### config.mk
export PLATFORM = sky130hd
export DESIGN_NAME = priority_lru_byte_budget_store
export DESIGN_NICKNAME = d
export VERILOG_FILES = /design/src/sv/plbbs_pkg.sv /design/src/sv/priority_lru_byte_budget_store.sv /design/src/sv/plbbs_ctrl.sv /design/src/sv/plbbs_dp.sv
export SDC_FILE = /design/constraint.sdc
export NUM_CORES = 2
export LEC_CHECK = 0
export BUFFER_PORTS_ARGS = -buffer_cell sky130_fd_sc_hd__buf_4
export CORE_ASPECT_RATIO = 2
export CORE_MARGIN = 3
export CORE_UTILIZATION = 45
export DETAILED_ROUTE_END_ITERATION = 8
export GPL_ROUTABILITY_DRIVEN = 0
export GPL_TIMING_DRIVEN = 1
export PLACE_DENSITY_LB_ADDON = 0.3
export SETUP_SLACK_MARGIN = 0.02
export SYNTH_ARGS = -nofsm -noshare
export SYNTH_HDL_FRONTEND = slang
export SYNTH_SLANG_ARGS = --single-unit
### constraint.sdc
create_clock -name clk -period 14.8 [get_ports clk]
set_input_delay 2.22 -clock clk [delete_from_list [all_inputs] [get_ports clk]]
set_output_delay 2.22 -clock clk [all_outputs]
set_load 0.05 [all_outputs]
### src/sv/plbbs_pkg.sv
// ----------------------------------------------------------------------------
// plbbs_pkg: shared types and constants of the priority LRU byte budget store
// Command codes, result codes, datapath operation codes and the control
// interface structs between controller and datapath.
// ----------------------------------------------------------------------------
package plbbs_pkg;

    // field widths fixed by the stream format
    localparam int CMD_W   = 3;
    localparam int ID_W    = 16;
    localparam int COST_W  = 32;
    localparam int RANK_W  = 2;
    localparam int STAT_W  = 2;
    localparam int CNT_W   = 5;
    localparam int HELD_W  = 36;

    localparam logic [COST_W-1:0] DEFAULT_BUDGET = 32'd67108864;

    // command codes
    localparam logic [CMD_W-1:0] CMD_INSERT  = 3'd0;
    localparam logic [CMD_W-1:0] CMD_UPDATE  = 3'd1;
    localparam logic [CMD_W-1:0] CMD_ACCESS  = 3'd2;
    localparam logic [CMD_W-1:0] CMD_RELEASE = 3'd3;
    localparam logic [CMD_W-1:0] CMD_CLEAR   = 3'd4;
    localparam logic [CMD_W-1:0] CMD_TRIM    = 3'd5;

    // result status codes
    localparam logic [STAT_W-1:0] ST_DONE     = 2'd0;
    localparam logic [STAT_W-1:0] ST_REJECT   = 2'd1;
    localparam logic [STAT_W-1:0] ST_NOTFOUND = 2'd2;

    // rank codes
    localparam logic [RANK_W-1:0] RANK_BACKGROUND = 2'd0;
    localparam logic [RANK_W-1:0] RANK_ILLEGAL    = 2'd3;

    // datapath operations
    typedef logic [3:0] op_t;
    localparam op_t OP_NONE       = 4'd0;
    localparam op_t OP_LOAD       = 4'd1;
    localparam op_t OP_REJECT     = 4'd2;
    localparam op_t OP_NOTFOUND   = 4'd3;
    localparam op_t OP_UPDATE     = 4'd4;
    localparam op_t OP_ACCESS     = 4'd5;
    localparam op_t OP_RELEASE    = 4'd6;
    localparam op_t OP_CLEAR      = 4'd7;
    localparam op_t OP_SCAN_START = 4'd8;
    localparam op_t OP_SCAN       = 4'd9;
    localparam op_t OP_EVICT      = 4'd10;
    localparam op_t OP_IDSKIP     = 4'd11;
    localparam op_t OP_STORE      = 4'd12;
    localparam op_t OP_FIN_INS    = 4'd13;
    localparam op_t OP_OUT        = 4'd14;

    typedef struct packed {
        op_t  op;
        logic key_handle;   // id match against next handle instead of entry_id
    } dp_cmd_t;

    typedef struct packed {
        logic [CMD_W-1:0] cmd;
        logic             cost_bad;
        logic             free_any;
        logic             match_any;
        logic             over_budget;
        logic             scan_last;
        logic             id_ok;
        logic             tries_done;
        logic             out_busy;
    } dp_stat_t;

endpackage

### src/sv/priority_lru_byte_budget_store.sv
// ----------------------------------------------------------------------------
// priority_lru_byte_budget_store: rank-then-age byte budget cache table
// Usage:
//   s_* stream carries one command word: s_tuser is the command code,
//   s_tdata holds entry id, byte cost and requested rank. m_* returns one
//   result word per command: m_tuser is the status, m_tdata the id given,
//   eviction count, byte total, entry count and hit cost.
//   cfg_we/cfg_wdata write the byte budget (zero selects 64 MiB); write
//   only while no command is in flight.
// Sequencing:
//   One command at a time. Release, access, clear and rejects go from decode
//   to the result; update and trim then evict while over budget; insert
//   takes a free slot or evicts for a full table, skips handles in use,
//   stores, then evicts while over budget. Each eviction is a
//   one-slot-per-cycle scan for the lowest rank, oldest stamp.
//   A finished result sits in the output register; the next command is taken
//   while it waits, and a command finishing behind it holds until m_tready.
// Reset: table empty, budget 64 MiB, use clock 0, next handle 1.
// ----------------------------------------------------------------------------
module priority_lru_byte_budget_store
    import plbbs_pkg::*;
#(
    parameter int ENTRIES    = 16,
    parameter int STAMP_BITS = 48
)
(
    input  logic        clk,
    input  logic        rst_n,
    input  logic        s_tvalid,
    output logic        s_tready,
    input  logic [55:0] s_tdata,   // entry_id[15:0], byte_cost[47:16], priority_req[49:48]
    input  logic [2:0]  s_tuser,   // cmd[2:0]
    output logic        m_tvalid,
    input  logic        m_tready,
    output logic [95:0] m_tdata,   // assigned_id[15:0], evicted_count[20:16],
                                   // total_bytes[52:21], entry_count[57:53], hit_cost[89:58]
    output logic [1:0]  m_tuser,   // status[1:0]
    input  logic        cfg_we,
    input  logic [31:0] cfg_wdata
);

    dp_cmd_t           cmd;
    dp_stat_t          stat;
    logic [ID_W-1:0]   out_assigned;
    logic [CNT_W-1:0]  out_evicted;
    logic [COST_W-1:0] out_total;
    logic [CNT_W-1:0]  out_count;
    logic [COST_W-1:0] out_hit;

    // sequencer
    plbbs_ctrl u_ctrl (
        .clk      (clk),
        .rst_n    (rst_n),
        .in_valid (s_tvalid),
        .in_ready (s_tready),
        .stat     (stat),
        .cmd      (cmd)
    );

    // table and arithmetic
    plbbs_dp #(
        .ENTRIES    (ENTRIES),
        .STAMP_BITS (STAMP_BITS)
    ) u_dp (
        .clk          (clk),
        .rst_n        (rst_n),
        .cmd          (cmd),
        .stat         (stat),
        .cfg_we       (cfg_we),
        .cfg_wdata    (cfg_wdata),
        .in_cmd       (s_tuser),
        .in_id        (s_tdata[15:0]),
        .in_cost      (s_tdata[47:16]),
        .in_rank      (s_tdata[49:48]),
        .out_valid    (m_tvalid),
        .out_ready    (m_tready),
        .out_status   (m_tuser),
        .out_assigned (out_assigned),
        .out_evicted  (out_evicted),
        .out_total    (out_total),
        .out_count    (out_count),
        .out_hit      (out_hit)
    );

    // result word packing
    assign m_tdata = {6'd0, out_hit, out_count, out_total, out_evicted, out_assigned};

endmodule

### src/sv/plbbs_ctrl.sv
// ----------------------------------------------------------------------------
// plbbs_ctrl: command sequencer
// Walks each command through decode, victim scans, evictions, id
// allocation and result hand-off, driving the datapath one op per cycle.
// ----------------------------------------------------------------------------
module plbbs_ctrl
    import plbbs_pkg::*;
(
    input  logic     clk,
    input  logic     rst_n,
    input  logic     in_valid,
    output logic     in_ready,
    input  dp_stat_t stat,
    output dp_cmd_t  cmd
);

    localparam logic [2:0] S_IDLE   = 3'd0;
    localparam logic [2:0] S_DECODE = 3'd1;
    localparam logic [2:0] S_VSCAN  = 3'd2;
    localparam logic [2:0] S_EVICT  = 3'd3;
    localparam logic [2:0] S_IDGEN  = 3'd4;
    localparam logic [2:0] S_TCHK   = 3'd5;
    localparam logic [2:0] S_FIN    = 3'd6;
    localparam logic [2:0] S_DONE   = 3'd7;

    logic [2:0] state_reg, state_next;
    logic       full_reg, full_next;

    assign in_ready = (state_reg == S_IDLE);

    // next state and op
    always_comb
    begin
        state_next     = state_reg;
        full_next      = full_reg;
        cmd.op         = OP_NONE;
        cmd.key_handle = 1'b0;
        unique case (state_reg)
            S_IDLE:
            begin
                if (in_valid)
                begin
                    cmd.op     = OP_LOAD;
                    state_next = S_DECODE;
                end
            end
            S_DECODE:
            begin
                unique case (stat.cmd)
                    CMD_INSERT:
                    begin
                        if (stat.cost_bad)
                        begin
                            cmd.op     = OP_REJECT;
                            state_next = S_DONE;
                        end
                        else if (stat.free_any)
                        begin
                            state_next = S_IDGEN;
                        end
                        else
                        begin
                            cmd.op     = OP_SCAN_START;
                            full_next  = 1'b1;
                            state_next = S_VSCAN;
                        end
                    end
                    CMD_UPDATE, CMD_ACCESS, CMD_RELEASE:
                    begin
                        if (!stat.match_any)
                        begin
                            cmd.op     = OP_NOTFOUND;
                            state_next = S_DONE;
                        end
                        else if (stat.cmd == CMD_UPDATE)
                        begin
                            cmd.op     = OP_UPDATE;
                            state_next = S_TCHK;
                        end
                        else
                        begin
                            cmd.op     = (stat.cmd == CMD_ACCESS) ? OP_ACCESS : OP_RELEASE;
                            state_next = S_DONE;
                        end
                    end
                    CMD_CLEAR:
                    begin
                        cmd.op     = OP_CLEAR;
                        state_next = S_DONE;
                    end
                    CMD_TRIM:
                    begin
                        state_next = S_TCHK;
                    end
                    default:
                    begin
                        cmd.op     = OP_REJECT;
                        state_next = S_DONE;
                    end
                endcase
            end
            S_TCHK:
            begin
                if (stat.over_budget)
                begin
                    cmd.op     = OP_SCAN_START;
                    full_next  = 1'b0;
                    state_next = S_VSCAN;
                end
                else
                begin
                    state_next = (stat.cmd == CMD_INSERT) ? S_FIN : S_DONE;
                end
            end
            S_VSCAN:
            begin
                cmd.op = OP_SCAN;
                if (stat.scan_last)
                    state_next = S_EVICT;
            end
            S_EVICT:
            begin
                cmd.op     = OP_EVICT;
                state_next = full_reg ? S_IDGEN : S_TCHK;
            end
            S_IDGEN:
            begin
                cmd.key_handle = 1'b1;
                if (stat.tries_done)
                begin
                    cmd.op     = OP_REJECT;
                    state_next = S_DONE;
                end
                else if (stat.id_ok)
                begin
                    cmd.op     = OP_STORE;
                    state_next = S_TCHK;
                end
                else
                begin
                    cmd.op = OP_IDSKIP;
                end
            end
            S_FIN:
            begin
                cmd.op     = OP_FIN_INS;
                state_next = S_DONE;
            end
            S_DONE:
            begin
                if (!stat.out_busy)
                begin
                    cmd.op     = OP_OUT;
                    state_next = S_IDLE;
                end
            end
            default:
            begin
                state_next = S_IDLE;
            end
        endcase
    end

    // state registers
    always_ff @(posedge clk or negedge rst_n)
    begin
        if (!rst_n)
        begin
            state_reg <= S_IDLE;
            full_reg  <= 1'b0;
        end
        else
        begin
            state_reg <= state_next;
            full_reg  <= full_next;
        end
    end

endmodule

### src/sv/plbbs_dp.sv
// ----------------------------------------------------------------------------
// plbbs_dp: slot table and arithmetic
// Holds the slots, use clock, handle counter, byte total, budget register,
// the victim scan unit and the result register.
// ----------------------------------------------------------------------------
module plbbs_dp
    import plbbs_pkg::*;
#(
    parameter int ENTRIES    = 16,
    parameter int STAMP_BITS = 48
)
(
    input  logic              clk,
    input  logic              rst_n,
    input  dp_cmd_t           cmd,
    output dp_stat_t          stat,
    input  logic              cfg_we,
    input  logic [COST_W-1:0] cfg_wdata,
    input  logic [CMD_W-1:0]  in_cmd,
    input  logic [ID_W-1:0]   in_id,
    input  logic [COST_W-1:0] in_cost,
    input  logic [RANK_W-1:0] in_rank,
    output logic              out_valid,
    input  logic              out_ready,
    output logic [STAT_W-1:0] out_status,
    output logic [ID_W-1:0]   out_assigned,
    output logic [CNT_W-1:0]  out_evicted,
    output logic [COST_W-1:0] out_total,
    output logic [CNT_W-1:0]  out_count,
    output logic [COST_W-1:0] out_hit
);

    localparam int IW = (ENTRIES > 1) ? $clog2(ENTRIES) : 1;
    localparam int TW = $clog2(ENTRIES + 2);
    localparam int VW = $clog2(ENTRIES + 1);
    localparam logic [HELD_W-1:0] HELD_MAX = {HELD_W{1'b1}};

    // slot table
    logic [ENTRIES-1:0]    valid_reg, valid_next;
    logic [ID_W-1:0]       slot_id   [ENTRIES];
    logic [COST_W-1:0]     slot_cost [ENTRIES];
    logic [STAMP_BITS-1:0] slot_stamp[ENTRIES];
    logic [RANK_W-1:0]     slot_rank [ENTRIES];

    // control state
    logic [STAMP_BITS-1:0] clock_reg, clock_next;
    logic [ID_W-1:0]       handle_reg, handle_next;
    logic [HELD_W-1:0]     held_reg, held_next;
    logic [COST_W-1:0]     budget_reg, budget_next;
    logic [TW-1:0]         tries_reg, tries_next;
    logic [IW-1:0]         scan_reg, scan_next;
    logic                  bestv_reg, bestv_next;
    logic [IW-1:0]         besti_reg, besti_next;
    logic [RANK_W-1:0]     bestr_reg, bestr_next;
    logic [STAMP_BITS-1:0] bests_reg, bests_next;
    logic                  ovalid_reg, ovalid_next;

    // latched command and result words
    logic [CMD_W-1:0]  cmd_reg;
    logic [ID_W-1:0]   eid_reg;
    logic [COST_W-1:0] cost_reg;
    logic [RANK_W-1:0] rank_reg;
    logic [STAT_W-1:0] rstat_reg, rstat_next;
    logic [ID_W-1:0]   rassn_reg, rassn_next;
    logic [CNT_W-1:0]  rev_reg, rev_next;
    logic [COST_W-1:0] rhit_reg, rhit_next;
    logic [IW-1:0]     ins_slot_reg;
    logic [ID_W-1:0]   ins_id_reg;
    logic [STAT_W-1:0] ostat_reg;
    logic [ID_W-1:0]   oassn_reg;
    logic [CNT_W-1:0]  oev_reg;
    logic [COST_W-1:0] ototal_reg;
    logic [CNT_W-1:0]  ocount_reg;
    logic [COST_W-1:0] ohit_reg;

    // id match across all slots
    logic [ID_W-1:0]    key;
    logic [ENTRIES-1:0] match_vec;
    logic               match_any;
    logic [IW-1:0]      match_idx;
    logic               free_any;
    logic [IW-1:0]      free_idx;
    logic [VW-1:0]      vcount;

    assign key = cmd.key_handle ? handle_reg : eid_reg;

    always_comb
    begin
        match_any = 1'b0;
        match_idx = '0;
        free_any  = 1'b0;
        free_idx  = '0;
        vcount    = '0;
        for (int i = ENTRIES - 1; i >= 0; i--)
        begin
            match_vec[i] = valid_reg[i] && (slot_id[i] == key);
            if (match_vec[i])
                match_idx = IW'(i);
            if (!valid_reg[i])
                free_idx = IW'(i);
            vcount = vcount + VW'(valid_reg[i]);
        end
        match_any = |match_vec;
        free_any  = ~&valid_reg;
    end

    // budget and compares
    logic [COST_W-1:0] eff_budget;
    logic              over_budget;
    assign eff_budget  = (budget_reg == '0) ? DEFAULT_BUDGET : budget_reg;
    assign over_budget = (held_reg > HELD_W'(eff_budget)) && (|valid_reg);

    // victim scan compare at the scan index
    logic scan_better;
    assign scan_better = valid_reg[scan_reg] &&
                         (!bestv_reg || (slot_rank[scan_reg] < bestr_reg) ||
                          ((slot_rank[scan_reg] == bestr_reg) &&
                           (slot_stamp[scan_reg] < bests_reg)));

    // slot drop: release hits the matched slot, eviction the best victim
    logic [IW-1:0]      drop_idx;
    logic [COST_W-1:0]  drop_cost;
    logic [ENTRIES-1:0] drop_valid;
    logic [HELD_W-1:0]  drop_held;
    assign drop_idx   = (cmd.op == OP_RELEASE) ? match_idx : besti_reg;
    assign drop_cost  = slot_cost[drop_idx];
    assign drop_valid = valid_reg & ~(ENTRIES'(1) << drop_idx);
    assign drop_held  = (drop_valid == '0) ? '0 :
                        (held_reg >= HELD_W'(drop_cost)) ? held_reg - HELD_W'(drop_cost) : '0;

    // handle advance, wrap skips zero
    logic [ID_W-1:0] handle_inc;
    assign handle_inc = (handle_reg + 1'b1 == '0) ? ID_W'(1) : handle_reg + 1'b1;

    logic [HELD_W:0] held_sum;
    assign held_sum = {1'b0, held_reg} + (HELD_W + 1)'(cost_reg);

    logic [STAMP_BITS-1:0] clock_inc;
    assign clock_inc = clock_reg + 1'b1;

    // status to controller
    assign stat.cmd         = cmd_reg;
    assign stat.cost_bad    = (cost_reg == '0) || (cost_reg > eff_budget);
    assign stat.free_any    = free_any;
    assign stat.match_any   = match_any && (eid_reg != '0);
    assign stat.over_budget = over_budget;
    assign stat.scan_last   = (scan_reg == IW'(ENTRIES - 1));
    assign stat.id_ok       = (handle_reg != '0) && !match_any;
    assign stat.tries_done  = (tries_reg == TW'(ENTRIES + 1));
    assign stat.out_busy    = ovalid_reg && !out_ready;

    // control next values
    always_comb
    begin
        valid_next  = valid_reg;
        clock_next  = clock_reg;
        handle_next = handle_reg;
        held_next   = held_reg;
        budget_next = cfg_we ? cfg_wdata : budget_reg;
        tries_next  = tries_reg;
        scan_next   = scan_reg;
        bestv_next  = bestv_reg;
        besti_next  = besti_reg;
        bestr_next  = bestr_reg;
        bests_next  = bests_reg;
        rstat_next  = rstat_reg;
        rassn_next  = rassn_reg;
        rev_next    = rev_reg;
        rhit_next   = rhit_reg;
        ovalid_next = (ovalid_reg && out_ready) ? 1'b0 : ovalid_reg;
        unique case (cmd.op)
            OP_LOAD:
            begin
                rstat_next = ST_DONE;
                rassn_next = '0;
                rev_next   = '0;
                rhit_next  = '0;
                tries_next = '0;
            end
            OP_REJECT:   rstat_next = ST_REJECT;
            OP_NOTFOUND: rstat_next = ST_NOTFOUND;
            OP_UPDATE:   clock_next = clock_inc;
            OP_ACCESS:
            begin
                clock_next = clock_inc;
                rhit_next  = slot_cost[match_idx];
            end
            OP_RELEASE:
            begin
                valid_next = drop_valid;
                held_next  = drop_held;
            end
            OP_CLEAR:
            begin
                valid_next = '0;
                held_next  = '0;
            end
            OP_SCAN_START:
            begin
                scan_next  = '0;
                bestv_next = 1'b0;
            end
            OP_SCAN:
            begin
                scan_next = scan_reg + 1'b1;
                if (scan_better)
                begin
                    bestv_next = 1'b1;
                    besti_next = scan_reg;
                    bestr_next = slot_rank[scan_reg];
                    bests_next = slot_stamp[scan_reg];
                end
            end
            OP_EVICT:
            begin
                valid_next = drop_valid;
                held_next  = drop_held;
                rev_next   = (rev_reg == '1) ? rev_reg : rev_reg + 1'b1;
            end
            OP_IDSKIP:
            begin
                handle_next = handle_inc;
                tries_next  = tries_reg + 1'b1;
            end
            OP_STORE:
            begin
                handle_next         = handle_inc;
                tries_next          = tries_reg + 1'b1;
                valid_next[free_idx] = 1'b1;
                clock_next          = clock_inc;
                held_next           = held_sum[HELD_W] ? HELD_MAX : held_sum[HELD_W-1:0];
            end
            OP_FIN_INS:
            begin
                if (valid_reg[ins_slot_reg])
                    rassn_next = ins_id_reg;
                else
                    rstat_next = ST_REJECT;
            end
            OP_OUT:      ovalid_next = 1'b1;
            default:     ;
        endcase
    end

    // control registers
    always_ff @(posedge clk or negedge rst_n)
    begin
        if (!rst_n)
        begin
            valid_reg  <= '0;
            clock_reg  <= '0;
            handle_reg <= ID_W'(1);
            held_reg   <= '0;
            budget_reg <= DEFAULT_BUDGET;
            tries_reg  <= '0;
            scan_reg   <= '0;
            bestv_reg  <= 1'b0;
            ovalid_reg <= 1'b0;
        end
        else
        begin
            valid_reg  <= valid_next;
            clock_reg  <= clock_next;
            handle_reg <= handle_next;
            held_reg   <= held_next;
            budget_reg <= budget_next;
            tries_reg  <= tries_next;
            scan_reg   <= scan_next;
            bestv_reg  <= bestv_next;
            ovalid_reg <= ovalid_next;
        end
    end

    // payload registers
    always_ff @(posedge clk)
    begin
        besti_reg <= besti_next;
        bestr_reg <= bestr_next;
        bests_reg <= bests_next;
        rstat_reg <= rstat_next;
        rassn_reg <= rassn_next;
        rev_reg   <= rev_next;
        rhit_reg  <= rhit_next;
        if (cmd.op == OP_LOAD)
        begin
            cmd_reg  <= in_cmd;
            eid_reg  <= in_id;
            cost_reg <= in_cost;
            rank_reg <= (in_rank == RANK_ILLEGAL) ? RANK_BACKGROUND : in_rank;
        end
        if (cmd.op == OP_UPDATE)
        begin
            slot_rank[match_idx]  <= rank_reg;
            slot_stamp[match_idx] <= clock_inc;
        end
        if (cmd.op == OP_ACCESS)
            slot_stamp[match_idx] <= clock_inc;
        if (cmd.op == OP_STORE)
        begin
            slot_id[free_idx]    <= handle_reg;
            slot_cost[free_idx]  <= cost_reg;
            slot_stamp[free_idx] <= clock_inc;
            slot_rank[free_idx]  <= rank_reg;
            ins_slot_reg         <= free_idx;
            ins_id_reg           <= handle_reg;
        end
        if (cmd.op == OP_OUT)
        begin
            ostat_reg  <= rstat_reg;
            oassn_reg  <= rassn_reg;
            oev_reg    <= rev_reg;
            ototal_reg <= (held_reg[HELD_W-1:COST_W] != '0) ? '1 : held_reg[COST_W-1:0];
            ocount_reg <= CNT_W'(vcount);
            ohit_reg   <= rhit_reg;
        end
    end

    assign out_valid    = ovalid_reg;
    assign out_status   = ostat_reg;
    assign out_assigned = oassn_reg;
    assign out_evicted  = oev_reg;
    assign out_total    = ototal_reg;
    assign out_count    = ocount_reg;
    assign out_hit      = ohit_reg;

endmodule
Word level (Yosys, flattened, before mapping). Memories as Yosys holds them, arrays and structs flattened. Index checks and enable logic that the tools add are counted. Widths: inputs -> output; s select.

Latch bits: 0. Bits in read-only memories: 0. Memories kept: 4. RAM bits: 1568. Flip-flop bits (word level): 437. Output and inout bits: 100.

Memories: u_dp.slot_stamp (words 16, bits a word 48, rd ports 1, clocked after Yosys merged registers in 0, write ports 1, RTL line plbbs_dp.sv:42) `logic [STAMP_BITS-1:0] slot_stamp[ENTRIES];`; u_dp.slot_cost (words 16, bits a word 32, rd ports 2, clocked after Yosys merged registers in 0, write ports 1, RTL line plbbs_dp.sv:41) `logic [COST_W-1:0] slot_cost [ENTRIES];`; u_dp.slot_id (words 16, bits a word 16, rd ports 16, clocked after Yosys merged registers in 0, write ports 1, RTL line plbbs_dp.sv:40) `logic [ID_W-1:0] slot_id [ENTRIES];`; u_dp.slot_rank (words 16, bits a word 2, rd ports 1, clocked after Yosys merged registers in 0, write ports 1, RTL line plbbs_dp.sv:43) `logic [RANK_W-1:0] slot_rank [ENTRIES];`.

Reductions and logical operators: 64. Muxes and demuxes: 105. Equality and inequality tests: 59. Add/sub/neg operators: 22. Order comparisons: 9. Shift-type cells: 1. Multipliers: 0. Divide/modulo/power cells: 0. Bitwise operators: 4.

Operator list (number): $eq 16x16->1 (16); $mux 4 (42); $mux 36 (3); $pmux 36 s3 (1); $mux 48 (2); $add 5x1->5 (14); $logic_not 32->1 (2); $pmux 32 s2 (1); $add 48x1->48 const B (1); $lt 48x48->1 (1); $mux 16 (3); $pmux 16 s3 (1); $reduce_or 48->1 (1); $add 36x32->37 (1); $ge 36x32->1 (1); $gt 36x32->1 (1); $sub 36x32->36 (1); $eq 4x4->1 const B (8); $gt 32x32->1 (1); $logic_not 16->1 (2); $mux 32 (1); $pmux 16 s2 (1); $pmux 4 s8 (1); $reduce_bool 16->1 (2); 51 further kinds (156).

Logic depth before layout (Yosys ltp).
Depth after elaboration: 28. Mapped depth: 46. Mapped depth without buffers: 42.

By module. A second synthesis with hierarchy kept.

Cell total of the unflattened synthesis: 6551. Area, all modules: 91177.4 um^2.

Modules (own cells, without submodules): plbbs_dp (instances 1, cells each 6477, sequential area each 59294.4 um^2, area each 90645.7 um^2); plbbs_ctrl (instances 1, cells each 67, sequential area each 100.1 um^2, area each 483.0 um^2); priority_lru_byte_budget_store (instances 1, cells each 7, sequential area each 0.0 um^2, area each 48.8 um^2).

Worst setup path after synthesis. OpenSTA, ideal clock, no wires.

Path type: input-to-reg. Start: input m_tready. End: register u_dp.held_reg[34]. Slack: 2700 ps. Stages: 33. Data arrival time: 11969 ps. Buffers on the path: 3. Cell sequence: nor2b_1 > nor2_1 > a21oi_1 > nand2_1 > a21oi_1 > a21oi_4 > nand2_4 > buf_2 > clkbuf_1 > o21ai_1 > clkbuf_1 > a311oi_1 > or3_1 > o31ai_1 > ha_1 > nor2b_1 > o21ai_0 > a21boi_0 > o21ai_0 > a21oi_1 > a41o_1 > a21oi_1 > o21a_1 > o21ai_0 > o21ai_0 > nor3_1 > o31ai_1 > nand2b_1 > a21bo_2 > a21o_1 > a2111oi_0 > xnor2_1 > o22ai_1.

Longest elaborated chain between the ends: 12. Elaborated cells between the ends (all ways): 21.

RTL lines: from (decl) (RTL line priority_lru_byte_budget_store.sv:34) `input logic m_tready,`; $logic_not 1->1 (*) (RTL line plbbs_dp.sv:150) `assign stat.out_busy = ovalid_reg && !out_ready;`; $logic_and 1x1->1 (*) (RTL line plbbs_dp.sv:150); $mux 4 (*) (RTL line plbbs_ctrl.sv:151) `if (!stat.out_busy)`; $pmux 4 s8 (*) (RTL line plbbs_ctrl.sv:38) `unique case (state_reg)`; parallel branches: the longest is 8 deep, another holds $sub 36x32->36; to (signal assigned) (RTL line plbbs_dp.sv:265) `held_reg <= held_next;`; to (decl) (RTL line plbbs_dp.sv:48) `logic [HELD_W-1:0] held_reg, held_next;`.

Every way passes the cells marked *. A chain may end at the register's enable or synchronous reset.

Worst setup path in the final report.
Start: register u_ctrl.state_reg[2]. End: register u_dp.held_reg[35].

Longest elaborated chain between the ends: 28. Elaborated cells between the ends (all ways): 84.

RTL lines: from (decl) (RTL line plbbs_ctrl.sv:26) `logic [2:0] state_reg, state_next;`; from (signal assigned) (RTL line plbbs_ctrl.sv:174) `state_reg <= state_next;`; parallel branches: the longest is 28 deep, another holds $mux 16.

Several ways; the timed one is not identified.

==> flow_metrics.env <==
export IMPL_num_vias=62400
export IMPL_synthFlopType="edfxtp_1"
export IMPL_timing_setup_tns_ps=0
export IMPL_ys_seq_area_share_pct=63.3
export IMPL_r2r_cells=34
export IMPL_synth_edff_count=1842
export IMPL_antenna_found_initial=14
export IMPL_ant_nets=0
export IMPL_dp_hpwl_um=186000
export IMPL_drive_gt1_share_pct=15.5
export IMPL_die_area_um2=214000
export IMPL_avgSynthCellArea_um2=14.1
export IMPL_yosysUniqueCellTypes=103
export IMPL_max_freq_ghz=0.0784
export IMPL_io_buffers=183
export IMPL_reg2reg_from="u_ctrl.state_reg[2]"
export IMPL_areaGrowthSynthToFinish_pct=11.9
export IMPL_synth_top_cells_by_area="edfxtp_1, mux4_2, dfrtp_1, mux2i_1, ha_1"
export IMPL_power_net_switching_w=0.00608
export IMPL_skew_ps=60.6
export IMPL_synth_top_cell_by_area="edfxtp_1"
export IMPL_cts_max_path_buffers=4
export IMPL_hold_buffers=0
export IMPL_tightest_slew_ps=1340
export IMPL_crit_type="reg2reg"
export IMPL_whs_endpoint="u_dp.out_hit[16]"
export IMPL_grt_max_degree=161
export IMPL_clkLatencyLatePin_ps=860
export IMPL_synth_seq_cells=2005
export IMPL_nets=7116
export IMPL_hp_class="reg2reg"
export IMPL_largest_reg_flops=768
export IMPL_async_flop_share_pct=8.13
export IMPL_reg2reg_setup_slack_ps=2050
export IMPL_start_util_pct=45.3
export IMPL_crit_arrival_ps=13460
export IMPL_top_regs="u_dp.slot_stamp (768), u_dp.slot_cost (512), u_dp.slot_id (256)"
export IMPL_period_share_pct=86.1
export IMPL_ys_warn_count=0
export IMPL_status="finished with violations"
export IMPL_seq_power_share_pct=41.9
export IMPL_cts_setup_buffers=0
export IMPL_crit_fanout=54
export IMPL_numCtsBuffers=182
export IMPL_cp_end_kind="register"
export IMPL_r2r_end="u_dp.held_reg[35]"
export IMPL_path_buf_inv=2
export IMPL_fp_row_count=236
export IMPL_p_clk_share_pct=27.6
export IMPL_ir_drop_v=0.000136
export IMPL_dr_pass1_iters=9
export IMPL_rsz0062_at_grt="false"
export IMPL_holdPathStages=0
export IMPL_start_kind="register"
export IMPL_grt_pass1_wl_um=424000
export IMPL_p_sw_share_pct=34.6
export IMPL_violations="DRC"
export IMPL_wirelength_um=295000
export IMPL_power_share_combinational_pct=30.5
export IMPL_fin_util_pct=50.7
export IMPL_wl_per_cell_um=30.4
export IMPL_grt_overflow=0
export IMPL_cap_violations=0
export IMPL_core_um2=207000
export IMPL_syn_inst=6634
export IMPL_clockRootBuffer="clkbuf_16"
export IMPL_grt_use_total_pct=27.1
export IMPL_relSlewSlack_pct=10.1
export IMPL_critPathTopFamily="compound AO/OA/AOI/OAI gates"
export IMPL_setup_viol=0
export IMPL_cellPowerDensity_nw_per_um2=168
export IMPL_cts_tree="done"
export IMPL_min_delay_start="u_dp.rhit_reg[16]"
export IMPL_netlist_area_leader_share_pct=58.9
export IMPL_cts_sinks=2005
export IMPL_drtIter0Drc=7172
export IMPL_hold_violations=0
export IMPL_vias_per_cell=6.44
export IMPL_grt_pass1_vias=63300
export IMPL_pin_count=196
export IMPL_finalMaxSlewViolations=0
export IMPL_internal_power_w=0.0115
export IMPL_die_h_um=652
export IMPL_critPathSlowestCell="or3b_4"
export IMPL_drc=2
export IMPL_post_cts_resized=0
export IMPL_fp_dieW_um=329
export IMPL_critPathMaxStageDelay_ps=940
export IMPL_top_register="u_dp.slot_stamp"
export IMPL_cp_required_ps=15520
export IMPL_p_leak_nw=36.9
export IMPL_layout_min_cycle_time_ps=12750
export IMPL_nFillCells=17100
export IMPL_cts_max_level=4
export IMPL_cts_reportedPaths_clkPinSlew_ps=70
export IMPL_synth_cell_area_um2=93900
-- cell usage in the layout, fill, tap and decap left out, types with 27 or more instances in the layout --
| cell type | netlist | layout |
|---|---|---|
| o21ai_0 | 349 | 348 |
| and2_1 | 29 | 27 |
| nand3_1 | 103 | 103 |
| edfxtp_1 | 1842 | 1842 |
| a222oi_1 | 27 | 27 |
| buf_4 | 7 | 366 |
| clkinv_2 | 0 | 35 |
| a221oi_1 | 126 | 126 |
| clkbuf_1 | 279 | 28 |
| mux2_2 | 52 | 51 |
| a2111oi_0 | 29 | 29 |
| nor2b_1 | 202 | 202 |
| o21a_1 | 29 | 27 |
| or3_1 | 27 | 27 |
| xnor2_1 | 209 | 209 |
| inv_1 | 206 | 204 |
| nor2_4 | 0 | 33 |
| ha_1 | 195 | 195 |
| a211oi_1 | 160 | 160 |
| o211ai_1 | 31 | 31 |
| a21oi_1 | 265 | 265 |
| clkbuf_16 | 0 | 187 |
| o22ai_1 | 65 | 64 |
| nand2_1 | 350 | 349 |
| mux4_2 | 260 | 260 |
| mux2i_1 | 248 | 245 |
| a31oi_1 | 52 | 52 |
| and3_1 | 54 | 54 |
| nor3_1 | 86 | 86 |
| a21o_1 | 39 | 39 |
| nor2_1 | 278 | 244 |
| xor2_1 | 164 | 164 |
| nand4_1 | 90 | 90 |
| nor4_1 | 78 | 77 |
| a311oi_1 | 27 | 27 |
| nand2b_1 | 93 | 92 |
| dfrtp_1 | 161 | 155 |
-- synthesized netlist by cell type, types with 52 or more instances --
library cell / count
and3_1: 54
ha_1: 195
nor4_1: 78
nand4_1: 90
inv_1: 206
nor2_1: 278
a221oi_1: 126
mux4_2: 260
xnor2_1: 209
mux2_2: 52
o22ai_1: 65
nor2b_1: 202
a211oi_1: 160
clkbuf_1: 279
o21ai_0: 349
nand3_1: 103
xor2_1: 164
a21oi_1: 265
a31oi_1: 52
dfrtp_1: 161
mux2i_1: 248
nor3_1: 86
edfxtp_1: 1842
nand2b_1: 93
nand2_1: 350
-- cells by family after synthesis --
group                      Yosys count  share of synthesized area [%]
AOI/OAI and AO/OA                 1415                           10.2
xor gates and xnor gates           373                           3.48
adders and majority gates          207                           2.86
buffers and inverters              594                           2.50
DFF                               2005                           63.3
muxes                              567                           9.63
other                                1                        0.00400
and+or+nand+nor                   1472                           8.07
-- final cells by class --
type | instances | area [um2] | area share (%)
flip-flops and latches | 2005 | 59400 | 56.6
clock inverters | 88 | 970 | 0.923
repair buffers | 370 | 2820 | 2.69
diodes | 8 | 20.0 | 0.0191
well taps | 2737 | 3420 | 3.26
multi-input cells | 4040 | 32600 | 31.0
clock buffers | 231 | 5000 | 4.77
inverters | 214 | 805 | 0.766
-- metal layers --
layer | routed length, um | vias to the layer above | share of wire [%] | track usage [%]
met1 | 101000 | 31500 | 34 | 31.3
met5 | 60 | - | 0.020 | 0
li1 | - | 26300 | - | -
met3 | 24700 | 1102 | 8.4 | 4.74
met2 | 146000 | 3520 | 49 | 45.7
met4 | 23300 | 8 | 7.9 | 18.4
-- worst max-delay path by stage --
stage          cells past startpoint                end           startpoint  slack, ps
2_1_floorplan                     33  u_dp.held_reg[34]             m_tready       2700
3_3_place_gp                      34  u_dp.held_reg[35]  u_ctrl.state_reg[2]       2510
3_5_place_dp                      34  u_dp.held_reg[35]  u_ctrl.state_reg[2]       2420
4_1_cts                           34  u_dp.held_reg[35]  u_ctrl.state_reg[2]       2390
5_1_grt                           37  u_dp.held_reg[34]  u_ctrl.state_reg[2]       1750
6_report                          34  u_dp.held_reg[35]  u_ctrl.state_reg[2]       2050
-- power by group through the flow --
stage / clock, W / combinational, W / sequential (W)
after floorplan: 0 / 0.00341 / 0.00748
after global placement: 0 / 0.00520 / 0.00746
after detailed placement: 0 / 0.00529 / 0.00748
after CTS: 0.00492 / 0.00532 / 0.00736
after global routing: 0.00514 / 0.00575 / 0.00741
final: 0.00486 / 0.00538 / 0.00737
-- through the flow --
| stage | worst slack [ps] | instance area, um2 | total power, W | hold slack, ps | cells |
|---|---|---|---|---|---|
| floorplan | 2700 | 93900 | 0.0109 | 400 | 6639 |
| global placement | 2510 | 99000 | 0.0127 | 400 | 9366 |
| detailed placement | 2420 | 99000 | 0.0128 | 405 | 9366 |
| CTS | 2390 | 105000 | 0.0176 | 419 | 9685 |
| global route | 1750 | 105000 | 0.0183 | 424 | 9686 |
| finish | 2050 | 105000 | 0.0176 | 417 | 9693 |
(Power assumes the default switching activity.)
